`src/design/mrqs_pkg.sv`:
```
package mrqs_pkg;

  // Function codes of an input transfer.
  localparam logic FUNC_ADMIT = 1'b0;
  localparam logic FUNC_TICK  = 1'b1;

  // Result status codes.
  typedef enum logic [1:0] {
    STATUS_OK      = 2'd0,
    STATUS_NO_TASK = 2'd1,
    STATUS_FULL    = 2'd2
  } status_t;

  // Operation applied to one queue cell in a cycle.
  typedef enum logic [1:0] {
    CELL_HOLD  = 2'd0,
    CELL_SHIFT = 2'd1,
    CELL_LOAD  = 2'd2
  } cell_op_t;

endpackage

```
`src/design/mrqs_cell.sv`:
```
module mrqs_cell
  import mrqs_pkg::*;
#(
  parameter int EW = 24
) (
  input  logic          clk,
  input  cell_op_t      op,
  input  logic [EW-1:0] nbr,
  input  logic [EW-1:0] din,
  output logic [EW-1:0] q
);

  // One queue entry; takes its neighbor's entry on a shift, new data on a load.
  always_ff @(posedge clk) begin
    case (op)
      CELL_SHIFT: q <= nbr;
      CELL_LOAD:  q <= din;
      default:    q <= q;
    endcase
  end

endmodule

```
`src/design/max_remaining_quantum_scheduler_unit.sv`:
```
// Longest-remaining-quantum-first scheduler.
// A command is presented on func, task_id and quantum_budget with start high;
// it is taken at a rising edge where start is high and busy is low. Each
// command yields exactly one result, shown for one cycle with done high on
// running_valid, running_id, quanta_left, quanta_elapsed, switched,
// ready_count and status. The receiver cannot stall, so it must take the
// result in that cycle.
// An admit, or a tick with nothing queued, returns its result in the cycle
// after the transfer. For a tick with tasks queued, the ready queue is a
// ring of cells that rotates once through the head cell to find the task
// with the most quanta left (first in order wins a tie), then the commit
// state closes the gap and appends the old running task.
// That rotation sets the tick latency; busy stays high until done.
// Synchronous reset empties the queue and clears the running task; queue
// cells themselves are not reset, since only entries below the fill count
// are ever used.
module max_remaining_quantum_scheduler_unit
  import mrqs_pkg::*;
#(
  parameter int MAX_WAITING  = 16,
  parameter int QUANTUM_BITS = 8,
  parameter int ID_BITS      = 8
) (
  input  logic                           clk,
  input  logic                           rst,
  input  logic                           start,
  output logic                           busy,
  input  logic                           func,
  input  logic [ID_BITS-1:0]             task_id,
  input  logic [QUANTUM_BITS-1:0]        quantum_budget,
  output logic                           done,
  output logic                           running_valid,
  output logic [ID_BITS-1:0]             running_id,
  output logic [QUANTUM_BITS-1:0]        quanta_left,
  output logic [QUANTUM_BITS-1:0]        quanta_elapsed,
  output logic                           switched,
  output logic [$clog2(MAX_WAITING+1)-1:0] ready_count,
  output logic [1:0]                     status
);

  localparam int IW = $clog2(MAX_WAITING);
  localparam int CW = $clog2(MAX_WAITING + 1);
  localparam int QB = QUANTUM_BITS;
  localparam int EW = ID_BITS + 2 * QB;

  typedef enum logic [1:0] {
    S_IDLE,
    S_SCAN,
    S_COMMIT
  } state_t;

  state_t          state;
  logic            active_valid;
  logic [ID_BITS-1:0] active_id;
  logic [QB-1:0]   active_left;
  logic [QB-1:0]   active_total;
  logic [CW-1:0]   count;
  logic [IW-1:0]   scan_idx;
  logic [IW-1:0]   best_idx;
  logic [ID_BITS-1:0] best_id;
  logic [QB-1:0]   best_left;
  logic [QB-1:0]   best_total;
  logic            switched_r;
  status_t         status_r;

  logic [EW-1:0]   cell_q [MAX_WAITING];
  cell_op_t        cell_op [MAX_WAITING];
  logic [EW-1:0]   load_data;

  logic [ID_BITS-1:0] head_id;
  logic [QB-1:0]   head_left;
  logic [QB-1:0]   head_total;
  logic            admit_load;
  logic            scan_take;
  logic [QB-1:0]   refill_left;

  function automatic logic [QUANTUM_BITS-1:0] sat_dec(input logic [QUANTUM_BITS-1:0] v);
    sat_dec = (v == '0) ? '0 : v - 1'b1;
  endfunction

  assign head_id    = cell_q[0][EW-1 -: ID_BITS];
  assign head_left  = cell_q[0][2*QB-1 -: QB];
  assign head_total = cell_q[0][QB-1:0];

  // A running task with nothing left is refilled before the tick goes on.
  assign refill_left = (active_left == '0) ? active_total : active_left;

  assign admit_load = (state == S_IDLE) && start && (func == FUNC_ADMIT) &&
                      active_valid && (count != CW'(MAX_WAITING));

  // During the scan the head cell holds the entry at position scan_idx.
  assign scan_take = (CW'(scan_idx) < count) &&
                     ((scan_idx == '0) || (head_left > best_left));

  // New admits load the input task; the commit loads the old running task.
  assign load_data = (state == S_COMMIT) ? {active_id, active_left, active_total}
                                         : {task_id, quantum_budget, quantum_budget};

  // The ready queue: each cell's neighbor is the next cell, the last wraps to
  // the first so that a full rotation restores the order.
  for (genvar i = 0; i < MAX_WAITING; i++) begin : g_cell
    always_comb begin
      cell_op[i] = CELL_HOLD;
      if (state == S_SCAN) begin
        cell_op[i] = CELL_SHIFT;
      end else if (state == S_COMMIT) begin
        if (CW'(i + 1) == count) begin
          cell_op[i] = CELL_LOAD;
        end else if ((best_idx <= IW'(i)) && (CW'(i + 1) < count)) begin
          cell_op[i] = CELL_SHIFT;
        end
      end else if (admit_load && (CW'(i) == count)) begin
        cell_op[i] = CELL_LOAD;
      end
    end

    mrqs_cell #(
      .EW(EW)
    ) u_cell (
      .clk (clk),
      .op  (cell_op[i]),
      .nbr (cell_q[(i + 1) % MAX_WAITING]),
      .din (load_data),
      .q   (cell_q[i])
    );
  end

  always_ff @(posedge clk) begin
    if (rst) begin
      state        <= S_IDLE;
      active_valid <= 1'b0;
      active_id    <= '0;
      active_left  <= '0;
      active_total <= '0;
      count        <= '0;
      scan_idx     <= '0;
      best_idx     <= '0;
      done         <= 1'b0;
      switched_r   <= 1'b0;
      status_r     <= STATUS_OK;
    end else begin
      done <= 1'b0;
      case (state)
        S_IDLE: begin
          if (start) begin
            switched_r <= 1'b0;
            status_r   <= STATUS_OK;
            if (func == FUNC_ADMIT) begin
              done <= 1'b1;
              if (!active_valid) begin
                active_valid <= 1'b1;
                active_id    <= task_id;
                active_left  <= quantum_budget;
                active_total <= quantum_budget;
              end else if (count == CW'(MAX_WAITING)) begin
                status_r <= STATUS_FULL;
              end else begin
                count <= count + 1'b1;
              end
            end else if (!active_valid) begin
              done     <= 1'b1;
              status_r <= STATUS_NO_TASK;
            end else if (count == '0) begin
              done        <= 1'b1;
              active_left <= sat_dec(refill_left);
            end else begin
              active_left <= refill_left;
              scan_idx    <= '0;
              state       <= S_SCAN;
            end
          end
        end
        S_SCAN: begin
          if (scan_take) begin
            best_idx   <= scan_idx;
            best_id    <= head_id;
            best_left  <= head_left;
            best_total <= head_total;
          end
          scan_idx <= scan_idx + 1'b1;
          if (scan_idx == IW'(MAX_WAITING - 1)) begin
            state <= S_COMMIT;
          end
        end
        S_COMMIT: begin
          active_id    <= best_id;
          active_left  <= sat_dec(best_left);
          active_total <= best_total;
          switched_r   <= 1'b1;
          done         <= 1'b1;
          state        <= S_IDLE;
        end
        default: begin
          state <= S_IDLE;
        end
      endcase
    end
  end

  assign busy           = (state != S_IDLE);
  assign running_valid  = active_valid;
  assign running_id     = active_valid ? active_id : '0;
  assign quanta_left    = active_valid ? active_left : '0;
  assign quanta_elapsed = active_valid ? QB'(active_total - active_left) : '0;
  assign switched       = switched_r;
  assign ready_count    = count;
  assign status         = status_r;

endmodule

```
`config.mk`:
```
export PLATFORM = sky130hd
export DESIGN_NAME = max_remaining_quantum_scheduler_unit
export DESIGN_NICKNAME = d
export VERILOG_FILES = /design/src/design/mrqs_pkg.sv /design/src/design/mrqs_cell.sv /design/src/design/max_remaining_quantum_scheduler_unit.sv
export SDC_FILE = /design/constraint.sdc
export NUM_CORES = 1
export LEC_CHECK = 0
export BUFFER_PORTS_ARGS = -buffer_cell sky130_fd_sc_hd__buf_2
export CAP_MARGIN = 20
export CORE_MARGIN = 3
export CORE_UTILIZATION = 40
export DETAILED_ROUTE_END_ITERATION = 6
export GPL_TIMING_DRIVEN = 0
export PLACE_DENSITY = 0.57
export SYNTH_ARGS = -nofsm -noshare
export SYNTH_HDL_FRONTEND = slang
export SYNTH_SLANG_ARGS = --single-unit
```
`constraint.sdc`:
```
create_clock -name clk -period 9.65 [get_ports clk]
set_input_delay 2.895 -clock clk [delete_from_list [all_inputs] [get_ports clk]]
set_output_delay 2.895 -clock clk [all_outputs]
set_load 0.01 [all_outputs]
```
==> results of run 1 <==
## area by class of cell
| type | count | area [um^2] | share of cell area |
|---|---|---|---|
| multi-input combinational | 1220 | 6460 | 0.280 |
| clock buffer | 66 | 1310 | 0.0568 |
| inverter | 46 | 173 | 0.00748 |
| clock inverter | 24 | 270 | 0.0117 |
| timing repair buffer | 55 | 288 | 0.0125 |
| buffer | 142 | 607 | 0.0263 |
| tap | 672 | 841 | 0.0364 |
| sequential | 452 | 13100 | 0.569 |
## worst max-delay path by stage
stage                                    endpoint  slack, ns  depth (start not counted)
after floorplan             g_cell[9].u_cell.q[0]       4.43                          9
after global placement    g_cell[11].u_cell.q[16]       3.36                         12
after detailed placement  g_cell[11].u_cell.q[16]       3.36                         12
after CTS                       quanta_elapsed[6]       3.69                         10
after global routing            quanta_elapsed[7]       3.46                          9
final                           quanta_elapsed[7]       3.70                          9
## synth_stat cells, types with 3 or more instances
library cell,n,area [um^2]
a41oi_1,4,35.0
clkbuf_1,112,420
xor2_1,8,70.1
o21bai_1,4,30.0
xnor2_1,12,105
buf_6,3,33.8
a31oi_1,15,93.8
or2_2,3,18.8
a211oi_1,23,173
a21o_1,6,45.0
nand4_1,6,37.5
and2_1,20,125
or3_1,4,25.0
buf_2,19,95.1
a221oi_1,4,35.0
ha_1,42,526
dfxtp_1,44,881
nor2b_1,5,31.3
buf_1,4,15.0
o211ai_1,4,30.0
and3_1,6,37.5
nor3_1,17,85.1
a311oi_1,3,26.3
nor3b_1,3,22.5
inv_1,46,173
a22oi_1,5,37.5
nand2_1,26,97.6
o21ai_0,14,70.1
nand3_1,11,55.1
mux2i_1,27,270
edfxtp_1,408,12300
nand2b_1,5,31.3
nor2_1,477,1790
o22ai_1,3,18.8
a21oi_1,429,2150
## where the power goes
| group | internal [mW] | total [mW] | switching, mW |
|---|---|---|---|
| Sequential | 2.12 | 2.14 | 0.0167 |
| Combinational | 0.0674 | 0.211 | 0.143 |
| Clock | 1.09 | 1.87 | 0.782 |
| Total | 3.28 | 4.22 | 0.942 |
## layer usage
layer,GRT usage,up-vias,part of all wire
met1,0.290,7170,0.43
met2,0.360,547,0.47
met4,0.0804,0,0.035
met5,0,-,0
li1,-,6886,-
met3,0.0338,110,0.067
## layout by cell type, fill, tap and decap left out, types with 4 or more instances in the layout
cell and count:
nor2_1 476, a21oi_1 429, edfxtp_1 408, clkbuf_1 128, buf_2 72, clkbuf_16 50
inv_1 46, dfxtp_1 44, ha_1 42, mux2i_1 27, nand2_1 26, a211oi_1 23
and2_1 20, nor3_1 17, a31oi_1 15, o21ai_0 14, xnor2_1 12, nand3_1 11
xor2_1 8, and3_1 6, a21o_1 6, nand4_1 6, clkinv_1 6, nor2b_1 5
nand2b_1 5, a22oi_1 5, bufinv_16 5, clkinv_2 5, buf_1 4, o21bai_1 4
o211ai_1 4, or3_1 4, a221oi_1 4, a41oi_1 4, clkinvlp_4 4
## metrics by stage
| step | utilization | setup WS [ns] | total power [mW] |
|---|---|---|---|
| after global routing | 0.459 | 3.46 | 4.35 |
| final | 0.459 | 3.70 | 4.22 |
| after floorplan | - | 4.43 | 2.30 |
| after global placement | 0.427 | 3.36 | 2.38 |
| after detailed placement | 0.428 | 3.36 | 2.39 |
| after CTS | 0.459 | 3.69 | 4.24 |
## cell families after synthesis
family,after synthesis,synth area share
and+or+nand+nor,598,0.125
AOI/OAI and AO/OA,532,0.144
DFF,452,0.645
buffers and inverters,188,0.0383
adders and majority gates,43,0.0268
muxes,27,0.0133
xor gates and xnor gates,20,0.00860
## flip-flops by register name (all words and copies together), names as in the netlist
register / flops
g_cell.u_cell.q: 384
active_id: 8
active_left: 8
active_total: 8
best_id: 8
best_left: 8
best_total: 8
ready_count: 5
best_idx: 4
scan_idx: 4
state: 2
status: 2
done: 1
running_valid: 1
switched: 1
==> flow_summary.toml, run 1 <==
[critical_path]
timing.critical_path.slowest_cell_delay_ns = 0.60
critical_path.startpoint_type = "register"
timing.critical_path.arrival_ns = 3.06
critPathSlowestCell = "dfxtp_1"
worst_r2r_startpoint = "ready_count[1]"
critical_path_peak_fanout = 7
timing.critical_path.required_ns = 6.76
critical_path_class = "register to output port"
setup_slack_of_the_worst_register_to_register_path_ns = 5.62
worst_path_dominant_cell_family = "compound AO/OA/AOI/OAI gates"
critical_path_start = "active_left[1]"
crit_chain = "inv_1 > ha_1 > nor2b_1 > o21ai_0 > a211oi_1 > o31ai_1 > xnor2_1 > and2_1 > buf_2"
critical_path.n_buffers_inverters = 2
worst_setup_path_end_kind = "output port"
worstReg2RegEnd = "g_cell[12].u_cell.q[11]"
worstRegToRegCells = 12

[cts]
setup_fix_bufs_post_cts = 0
cts_resized = 0
clkSinkCount = 452
number_of_h_tree_levels = 2
cts_tree = "done"
cts.hold.buffers_added = 0
tritoncts.num_buffers = 50
worst_setup_hold_path_clk_slew_ns = 0.06
clk_root_buffer_cell = "clkbuf_16"
clkLatencyLatePin_ns = 0.60
clk_path_buf_depth = 3

[cells_and_area]
finalNonFillerCells = 2677
finalNetCount = 2030
antenna_cells = 0
fill_cells = 4723
area_delta_synth_final_pct = 13.3
final_layout_size_suffix_gt1_frac = 0.0843
fin_area_um2 = 23100

[grt]
grt-ovfl-total = 0
antenna_found_initial = 0
grt_first_pass_wirelength_mm = 88.4
grt_start_max_net_pins = 25
grt_pass1_vias = 14423
grt_usage = 0.217

[floorplan]
die_width_um = 232
dieHeight_um = 232
initial_utilization = 0.405
die-area_um2 = 53700
num_io_pins = 55
placementRows = 82
core-area_um2 = 50300

[drt]
routed_wire_length_per_instance_um = 21.8
first_pass_iters = 5
drt-vias-per-instance = 5.50
vias = 14713
initialDrtViolationCount = 1287
drcViolationCount = 0
route.antenna.remaining_nets = 0
route.final.wire_length_mm = 58.5

[logic_synthesis]
yosys_register_bits = 452
synth.cell_area_um2 = 20400
postSynthCellCount = 1860
synth_enable_flop_cells = 408
ys.warnings.count = 0
synth_fp_nets = 1923
post_synth_num_cell_types = 65
yosys_most_used_dff = "edfxtp_1"
synth_seq_area_share = 0.645
async_flop_share = 0
avgSynthCellArea_um2 = 11.0

[placed_design]
dpl.cell_count = 2587
port-buffer-count = 53
cell_area_placed_um2 = 21500
dp_hpwl_mm = 42.0
gpl.final_weighted_congestion = 0.918

[hold_path]
worstHoldStart = "g_cell[0].u_cell.q[5]"
worst_hold_path.num_cells = 0
hold_path_class = "register to register"
worst_hold_path.endpoint = "best_total[5]"

[power_and_ir_drop]
worst_ir_drop_vdd_mv = 0.167
cellPowerDensity_nw_per_um2 = 183
static-leakage-power_nw = 8.28

[sta]
final_min_period_over_clock_period = 0.617
finalSetupTns_ns = 0
relSlewSlack = 0.245
rsz_0062_raised_after_global_routing = "false"
fmaxAchievable_mhz = 168
final.setup_skew_ns = 0.0225
final_max_slew_viol_count = 0
hold_violations = 0
final-setup-viol-count = 0
worst-slew-pin-transition_ns = 1.13
finalWorstPathRequiredPeriod_ns = 5.95
whs_ns = 0.454

[run]
max_cap_viol_count = 0

[run_status]
status = "completed"
Power figures use the tool's default switching activity.
==> run 2, diff against run 1 <==
--- a/config.mk
+++ b/config.mk
@@ -11,7 +11,7 @@
 export CORE_UTILIZATION = 40
 export DETAILED_ROUTE_END_ITERATION = 6
 export GPL_TIMING_DRIVEN = 0
-export PLACE_DENSITY = 0.57
+export PLACE_DENSITY = 0.59
 export SYNTH_ARGS = -nofsm -noshare
 export SYNTH_HDL_FRONTEND = slang
 export SYNTH_SLANG_ARGS = --single-unit
==> constraint.sdc (replaced) <==
create_clock -name clk -period 5.2 [get_ports clk]
set_input_delay 1.56 -clock clk [delete_from_list [all_inputs] [get_ports clk]]
set_output_delay 1.56 -clock clk [all_outputs]
set_load 0.01 [all_outputs]
==> flow_summary.toml, run 2 (synthesized netlist as in run 1, its figures left out) <==
[floorplan]
die-area_um2 = 53700
core-area_um2 = 50300
dieHeight_um = 232
initial_utilization = 0.405
placementRows = 82
die_width_um = 232
num_io_pins = 55

[cells_and_area]
fin_area_um2 = 23000
area_delta_synth_final_pct = 12.8
finalNetCount = 2028
largest-register = "g_cell.u_cell.q"
final_layout_size_suffix_gt1_frac = 0.0816
flip_flop_count_of_the_largest_register_all_copies_and_words_added = 384
commonest_non_fill_non_tap_cells_in_the_layout = "nor2_1, a21oi_1, edfxtp_1"
final_common_cell = "nor2_1"

[power_and_ir_drop]
worst_ir_drop_vdd_mv = 0.247
sequential_share_of_power = 0.518
static-leakage-power_nw = 8.24
fraction_of_power_spent_switching_nets = 0.222
p_int_mw = 5.95
totalPowerFinal_mw = 7.65
power.combinational.fraction = 0.052
cellPowerDensity_nw_per_um2 = 333
share_of_total_power_in_the_clock_network = 0.430
p_switching_mw = 1.70

[critical_path]
timing.critical_path.arrival_ns = 4.77
setup_slack_of_the_worst_register_to_register_path_ns = 1.13
critPathSlowestCell = "clkbuf_1"
critical_path_peak_fanout = 10
critical_path_class = "primary input to register"
critical_path.startpoint_type = "primary input"
worst_setup_path_end_kind = "register"
timing.critical_path.required_ns = 5.45
crit_chain = "buf_2 > or3b_1 > buf_2 > nor3_4 > and2b_1 > buf_4 > a22oi_1 > nor2_1 > ha_1 > clkbuf_1 > clkbuf_1 > a21oi_1"
timing.critical_path.slowest_cell_delay_ns = 0.48

[run]
max_cap_viol_count = 0

[drt]
route.antenna.remaining_nets = 0
drcViolationCount = 0
met1_wl_mm = 25.6
route.final.wire_length_mm = 58.8
routed_wire_length_per_instance_um = 22.0
dr_wl_met2_mm = 27.3
first_pass_iters = 6
vias = 14923
topRoutingLayerUsed = "met4"
initialDrtViolationCount = 1622
drt-vias-per-instance = 5.59
met3_wirelength_from_detailed_routing_mm = 4.51

[cts]
cts_tree = "done"
clkSinkCount = 452
cts_resized = 0
number_of_h_tree_levels = 2
clk_root_buffer_cell = "clkbuf_16"
setup_fix_bufs_post_cts = 0
clk_path_buf_depth = 3
tritoncts.num_buffers = 46
clkLatencyLatePin_ns = 0.58
cts.hold.buffers_added = 0
worst_setup_hold_path_clk_slew_ns = 0.06

[sta]
worst-slew-pin-transition_ns = 1.21
relSlewSlack = 0.195
fmaxAchievable_mhz = 221
final_min_period_over_clock_period = 0.869
final_max_slew_viol_count = 0
finalWorstPathRequiredPeriod_ns = 4.52
hold_violations = 0
final-setup-viol-count = 0
worst_slack_ns = 0.681
rsz_0062_raised_after_global_routing = "false"
finalSetupTns_ns = 0
final.setup_skew_ns = 0.0169

[placed_design]
place_ws_ns = 0.195
cell_area_placed_um2 = 21500
port-buffer-count = 53
dp_hpwl_mm = 41.7
gpl.final_weighted_congestion = 0.916

[grt]
antenna_found_initial = 0
grt_start_max_net_pins = 25
grt_pass1_vias = 14568
grt-ovfl-total = 0
grt_first_pass_wirelength_mm = 88.5
grt_usage = 0.217

[hold_path]
hold_path_class = "register to register"

[run_status]
status = "completed"
## run 2: worst paths after layout
kind,startpoint,end,cells past startpoint
worst max-delay path,start,g_cell[12].u_cell.q[10],12
worst min-delay path,status[0],status[0],2
worst max register to register,ready_count[1],g_cell[12].u_cell.q[10],12
worst min register to register,status[0],status[0],2
## run 2: critical path: cells and delay by family
| family | cells | cell delay, ns |
|---|---|---|
| AOI/OAI and AO/OA | 2 | 0.40 |
| and+or+nand+nor | 4 | 1.12 |
| adders and majority gates | 1 | 0.33 |
| buffers and inverters | 5 | 1.33 |
## run 2: power groups by stage
stage          combinational (mW)  clock [mW]  sequential [mW]
6_report                    0.394        3.29             3.96
5_1_grt                     0.428        3.48             3.96
3_5_place_dp                0.392           0             4.04
3_3_place_gp                0.388           0             4.04
2_1_floorplan               0.247           0             4.03
4_1_cts                     0.394        3.33             3.96
## run 2: through the flow
stage | hold WS, ns | util | instances
3_3_place_gp | 0.467 | 0.427 | 2585
6_report | 0.481 | 0.457 | 2670
4_1_cts | 0.485 | 0.457 | 2668
5_1_grt | 0.497 | 0.457 | 2669
3_5_place_dp | 0.471 | 0.428 | 2588
2_1_floorplan | 0.427 | - | 1860
## run 2: routing by layer
metal,vias to the layer above,track usage
li1,6866,-
met5,-,0
met1,7359,0.304
met2,592,0.350
met3,106,0.0349
met4,0,0.0656
## run 2: layout make-up
class / instances / area (um^2)
diodes: 1 / 2.50
plain buffers: 142 / 607
clock buffers: 55 / 1210
clock inverters: 25 / 249
fillers: 4754 / 27300
inverters: 46 / 173
multi-input cells: 1220 / 6460
flip-flops and latches: 452 / 13100
well taps: 672 / 841
repair buffers: 57 / 303
